==> config.mk <==
export PLATFORM = sky130hd
export DESIGN_NAME = ntc_div_chain
export DESIGN_NICKNAME = d
export VERILOG_FILES = /design/src/ntc_adc_to_temperature_defines.svh /design/src/ntc_pkg.sv /design/src/ntc_div_cell.sv /design/src/ntc_div_chain.sv
export SDC_FILE = /design/constraint.sdc
export NUM_CORES = 2
export LEC_CHECK = 0
export ABC_AREA = 1
export BUFFER_PORTS_ARGS = -buffer_cell sky130_fd_sc_hd__buf_4
export CAP_MARGIN = 0
export CORE_MARGIN = 5
export CORE_UTILIZATION = 58
export CTS_CLUSTER_SIZE = 16
export DETAILED_ROUTE_END_ITERATION = 16
export PLACE_DENSITY = 0.77
export SYNTH_ARGS = -nofsm -noshare
export SYNTH_HDL_FRONTEND = slang
export SYNTH_SLANG_ARGS = --single-unit
==> constraint.sdc <==
create_clock -name clk -period 2.1 [get_ports clk]
set_input_delay 0 -clock clk [delete_from_list [all_inputs] [get_ports clk]]
set_output_delay 0 -clock clk [all_outputs]
set_load 0.01 [all_outputs]
==> src/ntc_adc_to_temperature_defines.svh <==
// Assertion macros for the thermistor conversion block.
`ifndef NTC_ADC_TO_TEMPERATURE_DEFINES_SVH
`define NTC_ADC_TO_TEMPERATURE_DEFINES_SVH
`ifndef SYNTHESIS
`define NTC_ASSERT(label, prop) \
  label: assert property (@(posedge clk) disable iff (!rst_n) prop) else $error("ntc check failed");
`define NTC_ASSERT_RST(label, prop) \
  label: assert property (@(posedge clk) prop) else $error("ntc reset check failed");
`else
`define NTC_ASSERT(label, prop)
`define NTC_ASSERT_RST(label, prop)
`endif
`endif

==> src/ntc_pkg.sv <==
// Types, constants and segment tables for the thermistor conversion block.
`default_nettype none
package ntc_pkg;
  localparam int unsigned DVD_W = 32;
  localparam int unsigned DSR_W = 20;
  localparam int unsigned TAG_W = 9;
  localparam int unsigned N_SEG = 7;

  localparam logic [15:0] FULL_SCALE = 16'd55708;
  localparam logic [15:0] R_DIVIDER  = 16'd49900;
  localparam logic [7:0]  FAULT_TEMP = 8'h9D;

  // Segments, highest resistance first
  localparam logic [31:0] SEG_LO [N_SEG] = '{32'd540000, 32'd320000, 32'd198000,
                                             32'd125000, 32'd80000, 32'd53300, 32'd35800};
  localparam logic [DSR_W-1:0] SEG_SPAN [N_SEG] = '{20'd400000, 20'd220000, 20'd122000,
                                                   20'd73000, 20'd45000, 20'd26700, 20'd17500};
  localparam logic [7:0] SEG_BASE [N_SEG] = '{8'hF6, 8'd0, 8'd10, 8'd20, 8'd30, 8'd40, 8'd50};
  localparam logic [31:0]      LAST_HI   = 32'd35800;
  localparam logic [DSR_W-1:0] LAST_SPAN = 20'd11100;
  localparam logic [7:0]       LAST_BASE = 8'd50;

  // One divider stage: partial remainder, dividend shifting out as quotient shifts in
  typedef struct packed {
    logic             vld;
    logic [DSR_W-1:0] rem;
    logic [DVD_W-1:0] dvd;
    logic [DSR_W-1:0] dsr;
    logic [TAG_W-1:0] tag;   // first divider: bit 0 fault; second: {add, base}
  } div_stage_t;
endpackage
`default_nettype wire

==> src/ntc_div_cell.sv <==
// One restoring division cell: produces one quotient bit per item.
`default_nettype none
module ntc_div_cell (
  input  logic               clk,
  input  logic               rst_n,
  input  logic               en,
  input  ntc_pkg::div_stage_t d_i,
  output ntc_pkg::div_stage_t d_o
);
  import ntc_pkg::*;
  logic [DSR_W:0] rem_sh;
  logic [DSR_W:0] diff;
  logic           qbit;
  div_stage_t     stage_nxt;
  div_stage_t     stage_r;
  logic           vld_r;

  always_comb begin
    rem_sh = {d_i.rem, d_i.dvd[DVD_W-1]};
    diff   = rem_sh - {1'b0, d_i.dsr};
    qbit   = !diff[DSR_W];
    stage_nxt     = d_i;
    stage_nxt.rem = qbit ? diff[DSR_W-1:0] : rem_sh[DSR_W-1:0];
    stage_nxt.dvd = {d_i.dvd[DVD_W-2:0], qbit};
  end

  always_ff @(posedge clk) begin
    if (!rst_n) begin
      vld_r <= 1'b0;
    end else if (en) begin
      vld_r <= stage_nxt.vld;
    end
  end

  always_ff @(posedge clk) begin
    if (en) begin
      stage_r <= stage_nxt;
    end
  end

  always_comb begin
    d_o     = stage_r;
    d_o.vld = vld_r;
  end
endmodule
`default_nettype wire

==> src/ntc_div_chain.sv <==
// Row of division cells, one quotient bit per cell.
`default_nettype none
module ntc_div_chain (
  input  logic               clk,
  input  logic               rst_n,
  input  logic               en,
  input  ntc_pkg::div_stage_t d_i,
  output ntc_pkg::div_stage_t d_o
);
  import ntc_pkg::*;
  div_stage_t link [DVD_W+1];

  assign link[0] = d_i;
  for (genvar i = 0; i < DVD_W; i++) begin : g_cell
    ntc_div_cell u_cell (
      .clk(clk), .rst_n(rst_n), .en(en), .d_i(link[i]), .d_o(link[i+1])
    );
  end
  assign d_o = link[DVD_W];
endmodule
`default_nettype wire

==> results.md <==
- Core area: 0.229 mm^2
- Failing checks: negative setup slack
- Site Rows: 176
- Gate Count Post-Synth: 14050
- Most area-consuming cells after synthesis: edfxtp_1 (58%), nand2_1 (14%), inv_1 (6.1%)
- DIE AREA: 0.240 mm^2
- DRT Pass-1 Iters: 15
- Worst setup EP type: flop
- Final WL: 419 mm
- Final Critical Period: 2790 ps
- Post-synth EDFFs: 2592
- Synth warnings: 0
- Vias: 115180
- Die Span Y: 489 um
- Wire per inst: 20.1 um
- Vias per inst: 5.53
- Pwr Density: 1580 mW/mm^2
- Die extent in x: 489 um
- Cts bufs inserted: 287
- WP data arrival: between 3000 and 4000 ps
- Largest buffer count on any clock path: 4
- Cells after DPL: 19542
- Post-DP HPWL: 268 mm
- Most frequent cells in the layout: nand2_1 (4183), buf_4 (2824), edfxtp_1 (2592), inv_1 (2075), nor2_1 (885)
- Post-synthesis sequential area ratio: 58.9%
- Clock latency on the worst-skew pair: 960 ps
- GRT Resource Usage Total: 32.7%
- Final RePlAce weighted congestion: 0.970
- Area leader, netlist: edfxtp_1
- Startpoint types: flop
- Clk_skew: 65.3 ps
- Slowest stage cell on the critical path: edfxtp_1
- Share of post-route cells with drive strength above 1: between 30% and 40%
- Initial core utilization: 58.1%
- Root Driver: clkbuf_16
- PnR worst setup slack: -691 ps
- Syn nets: roughly 15000
- I/O pins: 167
- Final setup vio count: 654
- CP Max Fanout: 5
- First-pass GRT wire length: 613 mm
- RSZ-0062 raised after global routing: yes
- Ys flop type: edfxtp_1
- Cell Area, Synth: around 0.13 mm^2
- Clk sink count: 2624
- Rel. slew slack: 37.3%
- CP Cell Sequence: inv_1, ha_2, inv_2, fa_2, nand3_2, nand3_2, nand3b_1, buf_4, nand3_4, buf_6, nand2_8, buf_6, nand3_1, nand2_1
- Synth-to-layout area growth: 37.7%
- Nets: 18352
- Syn Area/Cell: 9.49 um^2
- Worst path required time: about 2900 ps
- Hold_ws: 96.0 ps
- Initial DRC count: 12212
- Overflow after GRT: 0
- Number of max-cap violations: 0
- Internal reg-to-reg setup slack: -690 ps
- Fill cell count: 13346
- Post-synth ARST share: 0%
- CTS tree: yes
- Largest net degree at the start of global routing: 105
- Design Power: 290 mW
- Crit share post-route: 133%
- Fin util: 80.0%
- Fmax: between 300 and 400 MHz
- Post-Layout Cell Count: 20828
- Slowest Stage Delay on Critical Path: 400 ps
- Post-synth top area share: between 50% and 60%
- Worst setup path class: reg2reg
- Status: finished, violations left
- Synth cell types: 28
- Synth Register Bits: around 2600
- Remaining DRCs: 0
- Vias in the first global route: 111906
- Final hold vios: 0
- Hold crit path type: in2reg
- VDD IR max: between 1 and 1.5 mV
- Buffers on Ports: 166
- Clock transition at the registers of the reported paths: roughly 70 ps
- Most common cell after layout, fill and taps aside: nand2_1
- Lkg Pwr: 86.3 nW
- Routed Antenna Nets: 0
- Worst slew pin tran: 939 ps
- Fin. max-slew vios: 0
- H-Tree Depth: 5
- Initial antenna violation count: 14
==> path summary, 6_finish.rpt <==
check,startpoint,endpoint,cells past startpoint
worst max-delay path,g_cell[15].u_cell.d_o[60]$_DFFE_PP_,g_cell[16].u_cell.d_o[63]$_DFFE_PP_,14
worst min-delay path,d_i[60],g_cell[0].u_cell.d_o[61]$_DFFE_PP_,4
worst max register to register,g_cell[15].u_cell.d_o[60]$_DFFE_PP_,g_cell[16].u_cell.d_o[63]$_DFFE_PP_,14
worst min register to register,g_cell[12].u_cell.d_o[45]$_DFFE_PP_,g_cell[13].u_cell.d_o[46]$_DFFE_PP_,0
==> cell type report <==
| type | count | area, um^2 | share of cell area [%] |
|---|---|---|---|
| flip-flops and latches | 2624 | 78500 | 42.8 |
| multi-input cells | 9200 | 56400 | 30.7 |
| repair buffers | 3315 | 27500 | 15.0 |
| inverters | 2167 | 8140 | 4.44 |
| clock buffers | 326 | 7570 | 4.12 |
| well taps | 3026 | 3790 | 2.06 |
| clock inverters | 165 | 1710 | 0.932 |
| diodes | 5 | 12.5 | 0.00682 |
==> stage by stage <==
stage / setup WS [ps] / setup TNS [ps] / cell area, um^2
6_report: -691 / -143030 / 184000
5_1_grt: -745 / -200140 / 184000
4_1_cts: -286 / -63870 / 180000
3_5_place_dp: -363 / -115970 / 157000
3_3_place_gp: -350 / -87090 / 157000
2_1_floorplan: 18.9 / 0 / 133000
==> registers in the layout (all words and copies together), names as in the netlist <==
name,cells
g_cell.u_cell.d_o,2592
g_cell.u_cell.vld_r,32
==> critical path, delay by kind of cell (launching register included) <==
family / cells / cell delay [ps]
adders and majority gates: 2 / 540
buffers and inverters: 5 / 590
DFF: 1 / 400
and+or+nand+nor: 7 / 1080
==> cell families after synthesis <==
family                     Yosys count  synth area share, %
xor gates and xnor gates           226                 1.48
AOI/OAI and AO/OA                  610                 2.56
adders and majority gates          672                 6.49
and+or+nand+nor                   7641                 24.0
buffers and inverters             2277                 6.62
DFF                               2624                 58.9
==> layer usage <==
layer / vias up / global-route usage (%) / share of wire (%)
met2: 6416 / 55.3 / 47
li1: 53339 / - / -
met1: 53430 / 41.5 / 37
met4: 8 / 17.4 / 7.3
met5: - / 0 / 0.014
met3: 1987 / 4.08 / 7.9
==> where the power goes <==
group          switching (mW)  internal (mW)
sequential               9.36           72.1
clock                    21.1           29.5
combinational            88.6           69.1
total                     119            171
==> synth_stat cells (35+ instances only) <==
cell      number
nand3b_1      98
buf_2         68
nand3_1     1234
xor2_1       197
inv_1       2167
edfxtp_1    2592
o21ai_0       61
nor3_1        98
nor2_1       967
nor2_2        35
nand2_1     4909
o21bai_1      96
ha_1         640
nand2_2       55
nand4_1      130
a21oi_1      422
==> what timing repair did <==
item                                   4_1_cts  5_1_grt
setup buffers                              394      145
gates cloned                                88        6
endpoints found under the hold margin     1117        0
pin swaps                                  630      316
gates resized for setup                   1744      627
hold buffers                               177        0
setup endpoints to repair                  649      660
No activity file was read; power rests on OpenSTA's default activity.
