$ cat src/ntc_adc_to_temperature_defines.svh
// Assertion macros for the thermistor conversion block.
`ifndef NTC_ADC_TO_TEMPERATURE_DEFINES_SVH
`define NTC_ADC_TO_TEMPERATURE_DEFINES_SVH
`ifndef SYNTHESIS
`define NTC_ASSERT(label, prop) \
  label: assert property (@(posedge clk) disable iff (!rst_n) prop) else $error("ntc check failed");
`define NTC_ASSERT_RST(label, prop) \
  label: assert property (@(posedge clk) prop) else $error("ntc reset check failed");
`else
`define NTC_ASSERT(label, prop)
`define NTC_ASSERT_RST(label, prop)
`endif
`endif

$ cat src/ntc_pkg.sv
// Types, constants and segment tables for the thermistor conversion block.
`default_nettype none
package ntc_pkg;
  localparam int unsigned DVD_W = 32;
  localparam int unsigned DSR_W = 20;
  localparam int unsigned TAG_W = 9;
  localparam int unsigned N_SEG = 7;

  localparam logic [15:0] FULL_SCALE = 16'd55708;
  localparam logic [15:0] R_DIVIDER  = 16'd49900;
  localparam logic [7:0]  FAULT_TEMP = 8'h9D;

  // Segments, highest resistance first
  localparam logic [31:0] SEG_LO [N_SEG] = '{32'd540000, 32'd320000, 32'd198000,
                                             32'd125000, 32'd80000, 32'd53300, 32'd35800};
  localparam logic [DSR_W-1:0] SEG_SPAN [N_SEG] = '{20'd400000, 20'd220000, 20'd122000,
                                                   20'd73000, 20'd45000, 20'd26700, 20'd17500};
  localparam logic [7:0] SEG_BASE [N_SEG] = '{8'hF6, 8'd0, 8'd10, 8'd20, 8'd30, 8'd40, 8'd50};
  localparam logic [31:0]      LAST_HI   = 32'd35800;
  localparam logic [DSR_W-1:0] LAST_SPAN = 20'd11100;
  localparam logic [7:0]       LAST_BASE = 8'd50;

  // One divider stage: partial remainder, dividend shifting out as quotient shifts in
  typedef struct packed {
    logic             vld;
    logic [DSR_W-1:0] rem;
    logic [DVD_W-1:0] dvd;
    logic [DSR_W-1:0] dsr;
    logic [TAG_W-1:0] tag;   // first divider: bit 0 fault; second: {add, base}
  } div_stage_t;
endpackage
`default_nettype wire

$ cat src/ntc_seg.sv
// Segment selection: picks the resistance segment and sets up the second division.
`default_nettype none
module ntc_seg (
  input  logic               clk,
  input  logic               rst_n,
  input  logic               en,
  input  ntc_pkg::div_stage_t d_i,
  output ntc_pkg::div_stage_t d_o
);
  import ntc_pkg::*;
  logic [31:0] r;
  logic [31:0] off;
  logic [31:0] num;
  div_stage_t  stage_nxt;
  div_stage_t  stage_r;
  logic        vld_r;

  always_comb begin
    r   = {d_i.dvd[DVD_W-2:0], 1'b0};   // doubled resistance, wraps
    off = LAST_HI - r;
    stage_nxt     = d_i;
    stage_nxt.rem = '0;
    stage_nxt.dsr = LAST_SPAN;
    stage_nxt.tag = {1'b1, LAST_BASE};
    for (int i = N_SEG - 1; i >= 0; i--) begin
      if (r >= SEG_LO[i]) begin
        off           = r - SEG_LO[i];
        stage_nxt.dsr = SEG_SPAN[i];
        stage_nxt.tag = {1'b0, SEG_BASE[i]};
      end
    end
    num = {off[28:0], 3'b000} + {off[30:0], 1'b0};   // 10x, wraps
    stage_nxt.dvd = num;
    if (d_i.tag[0]) begin
      stage_nxt.dvd = '0;
      stage_nxt.dsr = DSR_W'(1);
      stage_nxt.tag = {1'b0, FAULT_TEMP};
    end
  end

  always_ff @(posedge clk) begin
    if (!rst_n) begin
      vld_r <= 1'b0;
    end else if (en) begin
      vld_r <= d_i.vld;
    end
  end

  always_ff @(posedge clk) begin
    if (en) begin
      stage_r <= stage_nxt;
    end
  end

  always_comb begin
    d_o     = stage_r;
    d_o.vld = vld_r;
  end
endmodule
`default_nettype wire

$ cat config.mk
export PLATFORM = sky130hd
export DESIGN_NAME = ntc_seg
export DESIGN_NICKNAME = d
export VERILOG_FILES = /design/src/ntc_adc_to_temperature_defines.svh /design/src/ntc_pkg.sv /design/src/ntc_seg.sv
export SDC_FILE = /design/constraint.sdc
export NUM_CORES = 1
export LEC_CHECK = 0
export ABC_CLOCK_PERIOD_IN_PS = 5700
export BUFFER_PORTS_ARGS = -buffer_cell sky130_fd_sc_hd__buf_2
export CORE_MARGIN = 3
export CORE_UTILIZATION = 29
export CTS_CLUSTER_DIAMETER = 60
export DETAILED_ROUTE_END_ITERATION = 8
export PLACE_DENSITY = 0.56
export SYNTH_ARGS = -nofsm -noshare
export SYNTH_HDL_FRONTEND = slang
export SYNTH_SLANG_ARGS = --single-unit
$ cat constraint.sdc
create_clock -name clk -period 5.7 [get_ports clk]
set_input_delay 0.285 -clock clk [delete_from_list [all_inputs] [get_ports clk]]
set_output_delay 0.285 -clock clk [all_outputs]
set_load 0.005 [all_outputs]
==> metrics.md, run 1 <==
| Metric | Value |
|---|---|
| Avg Cell Area, Syn | 7.778 sq um |
| Startpoint Class | primary input |
| Min-delay worst type | in -> reg |
| First-pass DRT Iterations | 6 |
| Util after Layout | 0.4027 |
| Slowest cell on crit path | or3_4 |
| Synth cell types | 82 |
| Worst stage delay on the critical path | about 400 ps |
| Layout cells sized above 1 | 0.3072 |
| Top delay family on crit path | compound AO/OA/AOI/OAI gates |
| # clock sinks | 56 |
| Syn-to-layout area delta | 35.51% |
| FF-to-FF Start | vld_r |
| Leak | 0.003959 uW |
| # port buffers | 93 |
| # nets final | 1273 |
| Worst slack at placement | -30.37 ps |
| Slew headroom | 0.4950 |
| Largest net degree at the start of global routing | between 50 and 60 |
| Synth async-reset ratio | 0 |
| Top-area cell type share of the netlist area | 0.2432 |
| Post-synth top flop | edfxtp_1 |
| Hold Vio Cnt, Final | 0 |
| Worst Tran Pin Value | between 700 and 800 ps |
| Register area | 0.001672 sq mm |
| Worst path depth | 26 |
| Clock Path Buffers | 2 |
| Tcrit/Tclk final | 0.9395 |
| Clock skew | 0 ps |
| DR WL/cell | ~19 microns |
| Worst-case reg-to-reg path depth | 2 |
| Design Power | 1549 uW |
| TritonCTS Buffers | 5 |
| Number of synthesized flops with an enable pin | 55 |
| Fill count | 2435 |
| Post-DRT Antenna Nets | 0 |
| CP most frequent cell | a21oi_1 |
| Slew Limit Fails | 0 |
| Required time worst endpoint | 5760 ps |
| First-pass GRT wire length | 42520 microns |
| Setup crit end | d_o[59] |
| Worst path bufs/invs | 4 |
| Fmax | 186.7 MHz |
| Pwr dens | 168.3 mW/mm^2 |
| 1st-iter DRT viols | 592 |
| # DRC | 0 |
| Final setup viols | 0 |
| RSZ-0062 raised after global routing | no |
| Total grt overflow | 0 |
| Ports | 167 |
| Die area | 0.02529 sq mm |
| Most instantiated cells after synthesis | nor2_1, a21oi_1, o21ai_0, nand2_1, edfxtp_1 |
| Root Driver | clkbuf_16 |
| TritonCTS clock tree | yes |
| Via count | just under 8000 |
| Status | finished, final reports clean |
| Yosys warns | 0 |
| Worst R2R End | vld_r |
| Final WL | between 20000 and 30000 microns |
| Post-Synthesis Cells | 873 |
| R2r setup slk | 5110 ps |
| Max Cap Viol | 0 |
| Final setup margin | between 300 and 400 ps |
| Mapped Area | 0.006790 sq mm |
| Dominant cell type by area after synthesis | edfxtp_1 |
| CP Capture Type | flop |
| CP arrival | roughly 5400 ps |
| Chip Height | 159.0 microns |
| Crit path kind | in -> reg |
| Footprint of the multi-input gates | ~0.0047 sq mm |
| H-tree depth | 2 |
| Seq/Total Area, Yosys | 0.2462 |
| Synth area leaders | edfxtp_1, ha_1, a21oi_1, nor2_1, o21ai_0 |
| # diodes | 0 |
| Worst-skew pair later-pin latency | 310 ps |
| Core area | 0.02285 sq mm |
| Clock transition at path regs | 80 ps |
| CTS Hold Bufs | 0 |
| Tot GR Track Use | 0.2106 |
| Die X-Extent | 159.0 microns |
| Maximum vdd drop | 0.0001255 V |
| Most common cell in the synthesized netlist | nor2_1 |
| Final min period | 5355 ps |
| Fin Setup TNS | 0 ps |
| Vias in the first global route | 7549 |
| Crit-path max FO | 5 |
| Crit path from | d_i[33] |
| Initial Util | 0.2972 |
| Post-DR vias/cell | 5.337 |
| FP Rows | 55 |
| Initial antenna violation count | 0 |
| Post-DP HPWL | 22260 microns |
| #FFs+latches synth | 56 |
| Routability cong. | 1.017 |
[flip-flops by register name, indices dropped and copies added (netlist names)]
| name | cells |
|---|---|
| d_o | 55 |
| vld_r | 1 |
[routing by layer]
metal | track usage | part of all wire | wire length (microns) | vias to the layer above
li1 | - | - | - | 3729
met1 | 0.2807 | 0.44 | 11950 | 3623
met2 | 0.3406 | 0.45 | 12370 | 333
met3 | 0.04266 | 0.079 | 2163 | 49
met4 | 0.07242 | 0.032 | 876 | 0
met5 | 0 | 0 | 0 | -
[area by class of cell]
type	instances	area share
clock buffer	5	0.01360
tap	313	0.04256
timing repair buffer	311	0.2298
multi-input combinational	730	0.5151
inverter	31	0.01265
clock inverter	3	0.004623
sequential	56	0.1817
[metrics by stage]
stage                     std cells  instance area [sq um]  hold WS, ps
after floorplan                 896                   6877        383.9
after global placement         1441                   8980        501.1
after detailed placement       1441                   8980        510.9
after CTS                      1449                   9148        194.2
after global routing           1449                   9201        219.4
final                          1449                   9201        190.0
[how the worst min path moves through the flow]
stage                      start  endpoint  slack (ps)  cells past startpoint
after global routing       rst_n     vld_r         220                      2
after floorplan           d_i[0]    d_o[9]         380                      0
final                      rst_n     vld_r         190                      2
after detailed placement   vld_r     vld_r         510                      2
after global placement     vld_r     vld_r         500                      2
after CTS                  rst_n     vld_r         190                      2
[layout by cell type, fill, tap and decap left out, types with 4 or more instances in the layout]
master / n
o31ai_1: 7
ha_1: 51
xnor2_1: 23
and2_1: 6
inv_1: 31
and4_1: 4
nand4_1: 19
a211oi_1: 12
o21ai_1: 5
nor4_1: 8
and3_1: 8
nor3_2: 5
buf_4: 217
nor3_1: 23
a221oi_1: 7
nand2b_1: 15
o21ai_0: 58
o22ai_1: 8
nor2_1: 111
clkbuf_16: 5
nand3_1: 20
o211ai_1: 10
edfxtp_1: 55
o21a_1: 5
o2111ai_1: 4
conb_1: 24
nor2b_1: 15
buf_2: 93
a21o_1: 16
o221ai_1: 7
or3_1: 4
a21oi_1: 85
xor2_1: 18
nor3b_1: 4
nand2_1: 60
a31oi_1: 10
a22oi_1: 6
[power by group]
part | switching (uW) | total, uW | internal, uW
clock network | 159 | 366 | 207
logic | 359 | 668 | 310
registers | 8.94 | 514 | 505
total | 527 | 1550 | 1020
[repair_timing]
action,4_1_cts,5_1_grt
resized for setup,0,16
buffers inserted,0,0
setup endpoints to repair,0,9
endpoints found under the hold margin,0,0
[logic make-up (layout without fill, tap and decap cells)]
logic type               after synthesis  in the layout  synth area share
flip-flops                            56             56            0.2462
other                                  1             24         0.0005523
multiplexers                           4              4          0.006265
AND/OR/NAND/NOR                      322            322            0.2390
XOR/XNOR                              42             42           0.05638
AO/OA/AOI/OAI                        284            284            0.2742
adder cells (fa/ha/maj)               54             54            0.1002
buffers and inverters                110            350           0.07720
Note: power is estimated with default switching activity, not from simulation.
==> inputs of run 2 (changes only) <==
--- a/config.mk
+++ b/config.mk
@@ -11,7 +11,7 @@
 export CORE_UTILIZATION = 29
 export CTS_CLUSTER_DIAMETER = 60
 export DETAILED_ROUTE_END_ITERATION = 8
-export PLACE_DENSITY = 0.56
+export SLEW_MARGIN = 10
 export SYNTH_ARGS = -nofsm -noshare
 export SYNTH_HDL_FRONTEND = slang
 export SYNTH_SLANG_ARGS = --single-unit
==> run 2 against run 1 <==
Effect of this change:
- clock-buffer cell count is the same
- global-route usage shrank 0.64 points
- first-iteration DRC count grew 4.2%
- total power is essentially flat
- register-to-register slack is essentially flat
- cell count grew 0.35%
==> metrics.md, run 2 (same netlist as run 1, synthesis figures left out) <==
| Metric | Value |
|---|---|
| Tcrit/Tclk final | 0.9417 (+0.002221) |
| Required time worst endpoint | 5760 ps (about the same) |
| Worst R2R End | vld_r |
| Status | finished, final reports clean |
| Worst Hold Endpoint | vld_r |
| Max reg flops | 55 (unchanged) |
| Crit path kind | in -> reg |
| # diodes | 0 (unchanged) |
| RSZ-0062 raised after global routing | no |
| Clock Path Buffers | 2 (unchanged) |
| Hold Vio Cnt, Final | 0 (unchanged) |
| Total grt overflow | 0 (unchanged) |
| Setup Fix Bufs, Post-CTS | 0 (unchanged) |
| Startpoint Class | primary input |
| Post-DR vias/cell | 5.313 (-0.46%) |
| Routability cong. | 1.026 (+0.87%) |
| Leading cell type in the layout, fill and taps excluded | buf_4 |
| Via count | 7725 (-0.12%) |
| Syn-to-layout area delta | 35.84% |
| Most frequent cells in the layout | buf_4, nor2_1, buf_2, a21oi_1, o21ai_0 |
| H-tree depth | 2 (unchanged) |
| Vias in the first global route | 7339 (-2.8%) |
| Hold Path Origin | rst_n |
| Crit-path max FO | 6 (+1) |
| # DRC | 0 (unchanged) |
| Maximum vdd drop | 0.0001215 V (-3.1%) |
| Worst-case reg-to-reg path depth | 2 (unchanged) |
| Layout cells sized above 1 | 0.3041 (-0.003099) |
| Tot GR Track Use | 0.2042 (-0.006386) |
| Fmax | 186.3 MHz (-0.24%) |
| Core area | 0.02285 sq mm (unchanged) |
| FF-to-FF Start | vld_r |
| Slew headroom | 0.5054 (+0.01038) |
| TritonCTS clock tree | yes |
| CP arrival | 5420 ps (about the same) |
| Min-delay worst type | in -> reg |
| Fin Setup TNS | 0 ps (unchanged) |
| CP Capture Type | flop |
| Hold Path Stages | 2 (unchanged) |
| WHS | 187.1 ps (-2.919 ps) |
| Slew Limit Fails | 0 (unchanged) |
| 1st-iter DRT viols | 617 (+4.2%) |
| First-pass GRT wire length | 41250 microns (-3.0%) |
| First-pass DRT Iterations | 5 (-1) |
| FP Rows | 55 (unchanged) |
| Post-DP HPWL | 21980 microns (-1.3%) |
| TritonCTS Buffers | 5 (unchanged) |
| DR WL/cell | 18.40 microns (-2.6%) |
| R2r setup slk | 5120 ps (about the same) |
| Final min period | 5368 ps (+12.66 ps) |
| Clock transition at path regs | 80 ps (about the same) |
| Initial Util | 0.2972 (unchanged) |
| Final setup viols | 0 (unchanged) |
| # clock sinks | 56 (unchanged) |
| Design Power | 1548 uW (about the same) |
| Worst Tran Pin Value | 742.0 ps (-15.57 ps) |
| Die X-Extent | 159.0 microns (unchanged) |
| Clock skew | 0 ps (unchanged) |
| # nets final | 1278 (+0.39%) |
| Post-DRT Antenna Nets | 0 (unchanged) |
| Max Cap Viol | 0 (unchanged) |
| Chip Height | 159.0 microns (unchanged) |
| # port buffers | 93 (unchanged) |
| Ports | 167 (unchanged) |
| Largest net degree at the start of global routing | 57 (unchanged) |
| Final WL | 26760 microns (-2.2%) |
| Pwr dens | 167.8 mW/mm^2 (-0.33%) |
| Initial antenna violation count | 0 (unchanged) |
| Leak | 0.003985 uW (+0.67%) |
| Root Driver | clkbuf_16 |
| Worst-skew pair later-pin latency | 300 ps (about the same) |
| Die area | 0.02529 sq mm (unchanged) |
[run 2: final cells by class]
type | instances | area [sq um]
clock inverters | 3 | 42.54
repair buffers | 316 | 2165
fillers | 2449 | 13620
well taps | 313 | 391.6
clock buffers | 5 | 125.1
flip-flops and latches | 56 | 1672
inverters | 31 | 116.4
multi-input cells | 730 | 4712
[run 2: repair_timing]
action | CTS | global route
gates resized for setup | 0 | 6
hold endpoints to repair | 0 | 0
setup endpoints to repair | 0 | 5
hold buffers | 0 | 0
[run 2: worst max-delay path by stage]
| stage | from | end | cells past startpoint |
|---|---|---|---|
| after floorplan | d_i[38] | d_o[57] | 27 |
| after global placement | d_i[36] | d_o[59] | 22 |
| after detailed placement | d_i[36] | d_o[59] | 22 |
| after CTS | d_i[36] | d_o[59] | 22 |
| after global routing | d_i[31] | d_o[60] | 29 |
| final | d_i[32] | d_o[59] | 25 |
[run 2: metrics by stage]
step / std cells / setup slack (ps) / util / instance area [sq um]
final: 1454 / 332.2 / 0.4037 / 9224
after global placement: 1446 / -14.71 / 0.3952 / 9030
after floorplan: 896 / 208.6 / - / 6877
after CTS: 1454 / 321.1 / 0.4026 / 9198
after detailed placement: 1446 / 8.533 / 0.3952 / 9030
after global routing: 1454 / 4.442 / 0.4037 / 9224
[run 2: worst max-delay path, stage by stage]
cell and delay (ps):
buf_2 130, buf_4 150, ha_1 300, a211oi_1 300, buf_4 160, o211ai_1 160
a311o_1 510, a32o_1 290, a21oi_1 170, nor2_1 60, a211oi_1 210, a21oi_1 70
a21oi_1 210, ha_1 290, a21o_1 170, a21o_1 170, a21o_1 190, a21o_1 180
a21oi_1 200, o32ai_1 140, a21oi_2 240, o21ai_1 150, o21ai_0 280, a21oi_1 120
mux2_2 280
[run 2: layer usage]
metal  wire length (microns)  GRT usage  vias up
met5                       0          0        -
met4                     704    0.06248        0
met3                    2025    0.03720       40
met2                   12150     0.3327      330
met1                   11880     0.2758     3610
li1                        -          -     3745
[run 2: report_power, final]
group	switching (uW)	internal [uW]
Combinational	358	313
Sequential	9.23	505
Clock	154	207
Total	521	1030
==> inputs of run 3 (changes only) <==
--- a/config.mk
+++ b/config.mk
@@ -11,6 +11,8 @@
 export CORE_UTILIZATION = 29
 export CTS_CLUSTER_DIAMETER = 60
 export DETAILED_ROUTE_END_ITERATION = 8
+export PLACE_DENSITY = 0.5
+export REMOVE_ABC_BUFFERS = 1
 export SLEW_MARGIN = 10
 export SYNTH_ARGS = -nofsm -noshare
 export SYNTH_HDL_FRONTEND = slang
==> run 3 against run 2 <==
Effect of this change:
- clock power fell by 9.4%
- total power fell by 2.8%
- worst setup slack got worse by 74 ps
- cell area fell by 1.9%
- non-clock buffer count fell by 20
- critical path type unchanged
==> metrics.md, run 3 (same netlist as run 1, synthesis figures left out) <==
| Metric | Value |
|---|---|
| Status | finished, final reports clean |
| Worst-skew pair later-pin latency | 290 ps (about the same) |
| Fmax | 183.8 MHz (-1.4%) |
| Chip Height | 159.0 microns (unchanged) |
| Layout cells sized above 1 | 0.2926 (-0.01152) |
| FF-to-FF Start | vld_r |
| Slew Limit Fails | 0 (unchanged) |
| Pwr dens | 166.2 mW/mm^2 (-0.92%) |
| Tot GR Track Use | 0.1950 (-0.009213) |
| CP arrival | 5490 ps (+70 ps) |
| Design Power | 1505 uW (-2.8%) |
| First-pass DRT Iterations | 5 (unchanged) |
| Min-delay worst type | in -> reg |
| Root Driver | clkbuf_16 |
| Worst Tran Pin Value | 724.9 ps (-17.07 ps) |
| Post-DRT Antenna Nets | 0 (unchanged) |
| # DRC | 0 (unchanged) |
| Routability cong. | 0.9654 (-5.9%) |
| Crit path from | d_i[32] |
| Final min period | 5442 ps (+73.76 ps) |
| DP Cell Count | 1426 (-1.4%) |
| Leak | 0.003875 uW (-2.8%) |
| Max Cap Viol | 0 (unchanged) |
| 1st-iter DRT viols | 560 (-9.2%) |
| Most frequent cells in the layout | buf_4, nor2_1, buf_2, a21oi_1 |
| CTS Hold Bufs | 0 (unchanged) |
| Syn-to-layout area delta | 33.30% |
| Hold Vio Cnt, Final | 0 (unchanged) |
| Crit path kind | in -> reg |
| Total grt overflow | 0 (unchanged) |
| Placed Area | 0.008880 sq mm (-1.7%) |
| DR WL met3 | 1938 microns (-4.3%) |
| # clock sinks | 56 (unchanged) |
| Core area | 0.02285 sq mm (unchanged) |
| Tcrit/Tclk final | 0.9547 (+0.01294) |
| Leading cell type in the layout, fill and taps excluded | buf_4 |
| Initial Util | 0.2972 (unchanged) |
| First-pass GRT wire length | 40120 microns (-2.7%) |
| Final setup margin | 258.5 ps (-73.76 ps) |
| Initial antenna violation count | 0 (unchanged) |
| Number of non-filler instances in the completed layout | 1434 (-1.4%) |
| Max reg flops | 55 (unchanged) |
| Post-DP HPWL | 20670 microns (-5.9%) |
| Hold Path Origin | rst_n |
| Required time worst endpoint | 5750 ps (about the same) |
| Crit-path max FO | 6 (unchanged) |
| Maximum vdd drop | 0.0001152 V (-5.2%) |
| Largest net degree at the start of global routing | 57 (unchanged) |
| Max Used Layer | met4 |
| Final setup viols | 0 (unchanged) |
| # diodes | 0 (unchanged) |
| Post_cts resized | 0 (unchanged) |
| Vias in the first global route | 7261 (-1.1%) |
| Met2 wire len | 11350 microns (-6.6%) |
| DR WL/cell | 17.86 microns (-3.0%) |
| WHS | 199.1 ps (+12.01 ps) |
| Via count | 7597 (-1.7%) |
| Slew headroom | 0.5167 (+0.01138) |
| TritonCTS Buffers | 5 (unchanged) |
| Die area | 0.02529 sq mm (unchanged) |
| Post-DR vias/cell | 5.298 (-0.29%) |
| Final WL | 25610 microns (-4.3%) |
| # nets final | 1258 (-1.6%) |
| Die X-Extent | 159.0 microns (unchanged) |
| DRT met1 WL | 11770 microns (-0.93%) |
| CP Capture Type | flop |
| Post-route cell area | 0.009051 sq mm (-1.9%) |
| # port buffers | 93 (unchanged) |
| TritonCTS clock tree | yes |
| FP Rows | 55 (unchanged) |
| Clock transition at path regs | 70 ps (about the same) |
| Worst slack at placement | 16.25 ps (+7.716 ps) |
| Clock Path Buffers | 2 (unchanged) |
| Ports | 167 (unchanged) |
| Startpoint Class | primary input |
| Setup Fix Bufs, Post-CTS | 0 (unchanged) |
| H-tree depth | 2 (unchanged) |
| Clock skew | 0 ps (unchanged) |
-- run 3: final cells by class --
type | count | area, sq um
multi-input cells | 730 | 4705
clock inverters | 2 | 13.76
well taps | 313 | 391.6
clock buffers | 6 | 138.9
flip-flops and latches | 56 | 1672
fillers | 2471 | 13800
repair buffers | 296 | 2014
inverters | 31 | 116.4
-- run 3: report_power, final --
part	total [uW]	leakage [uW]	switching, uW	internal (uW)
Clock	328	0.0000772	151	176
Combinational	663	0.00326	353	310
Sequential	514	0.000539	9.04	505
Total	1500	0.00388	513	992
-- run 3: metrics by stage --
stage / utilization / TNS, ps
2_1_floorplan: - / 0
3_3_place_gp: 0.3887 / 0
3_5_place_dp: 0.3887 / 0
4_1_cts: 0.3953 / 0
5_1_grt: 0.3962 / -2.773
6_report: 0.3962 / 0
-- run 3: final timing paths --
kind                            cells past startpoint  slack, ps       to
worst max register to register                      2       5110    vld_r
worst min-delay path                                2        200    vld_r
worst min register to register                      2        510    vld_r
worst max-delay path                               26        260  d_o[57]
-- run 3: worst max-delay path, stage by stage --
cell and delay [ps]:
buf_2 200, ha_1 280, nor4b_1 250, nand4_1 170, nor4_2 410, or3_4 240
nor2_1 50, a2111oi_0 450, a21oi_1 80, a21oi_1 220, nor2_1 60, a211oi_1 220
a21oi_1 60, a21oi_1 120, buf_4 150, ha_1 240, a21o_1 170, a21o_1 170
a21o_1 190, a21o_1 170, a21oi_1 190, o32ai_1 130, a21oi_2 140, o21ai_1 140
a311o_1 390, o311a_1 300
-- run 3: metal layers --
| layer | vias up | track usage |
|---|---|---|
| li1 | 3700 | - |
| met1 | 3493 | 0.2804 |
| met2 | 365 | 0.3111 |
| met3 | 39 | 0.02081 |
| met4 | 0 | 0.05332 |
| met5 | - | 0 |
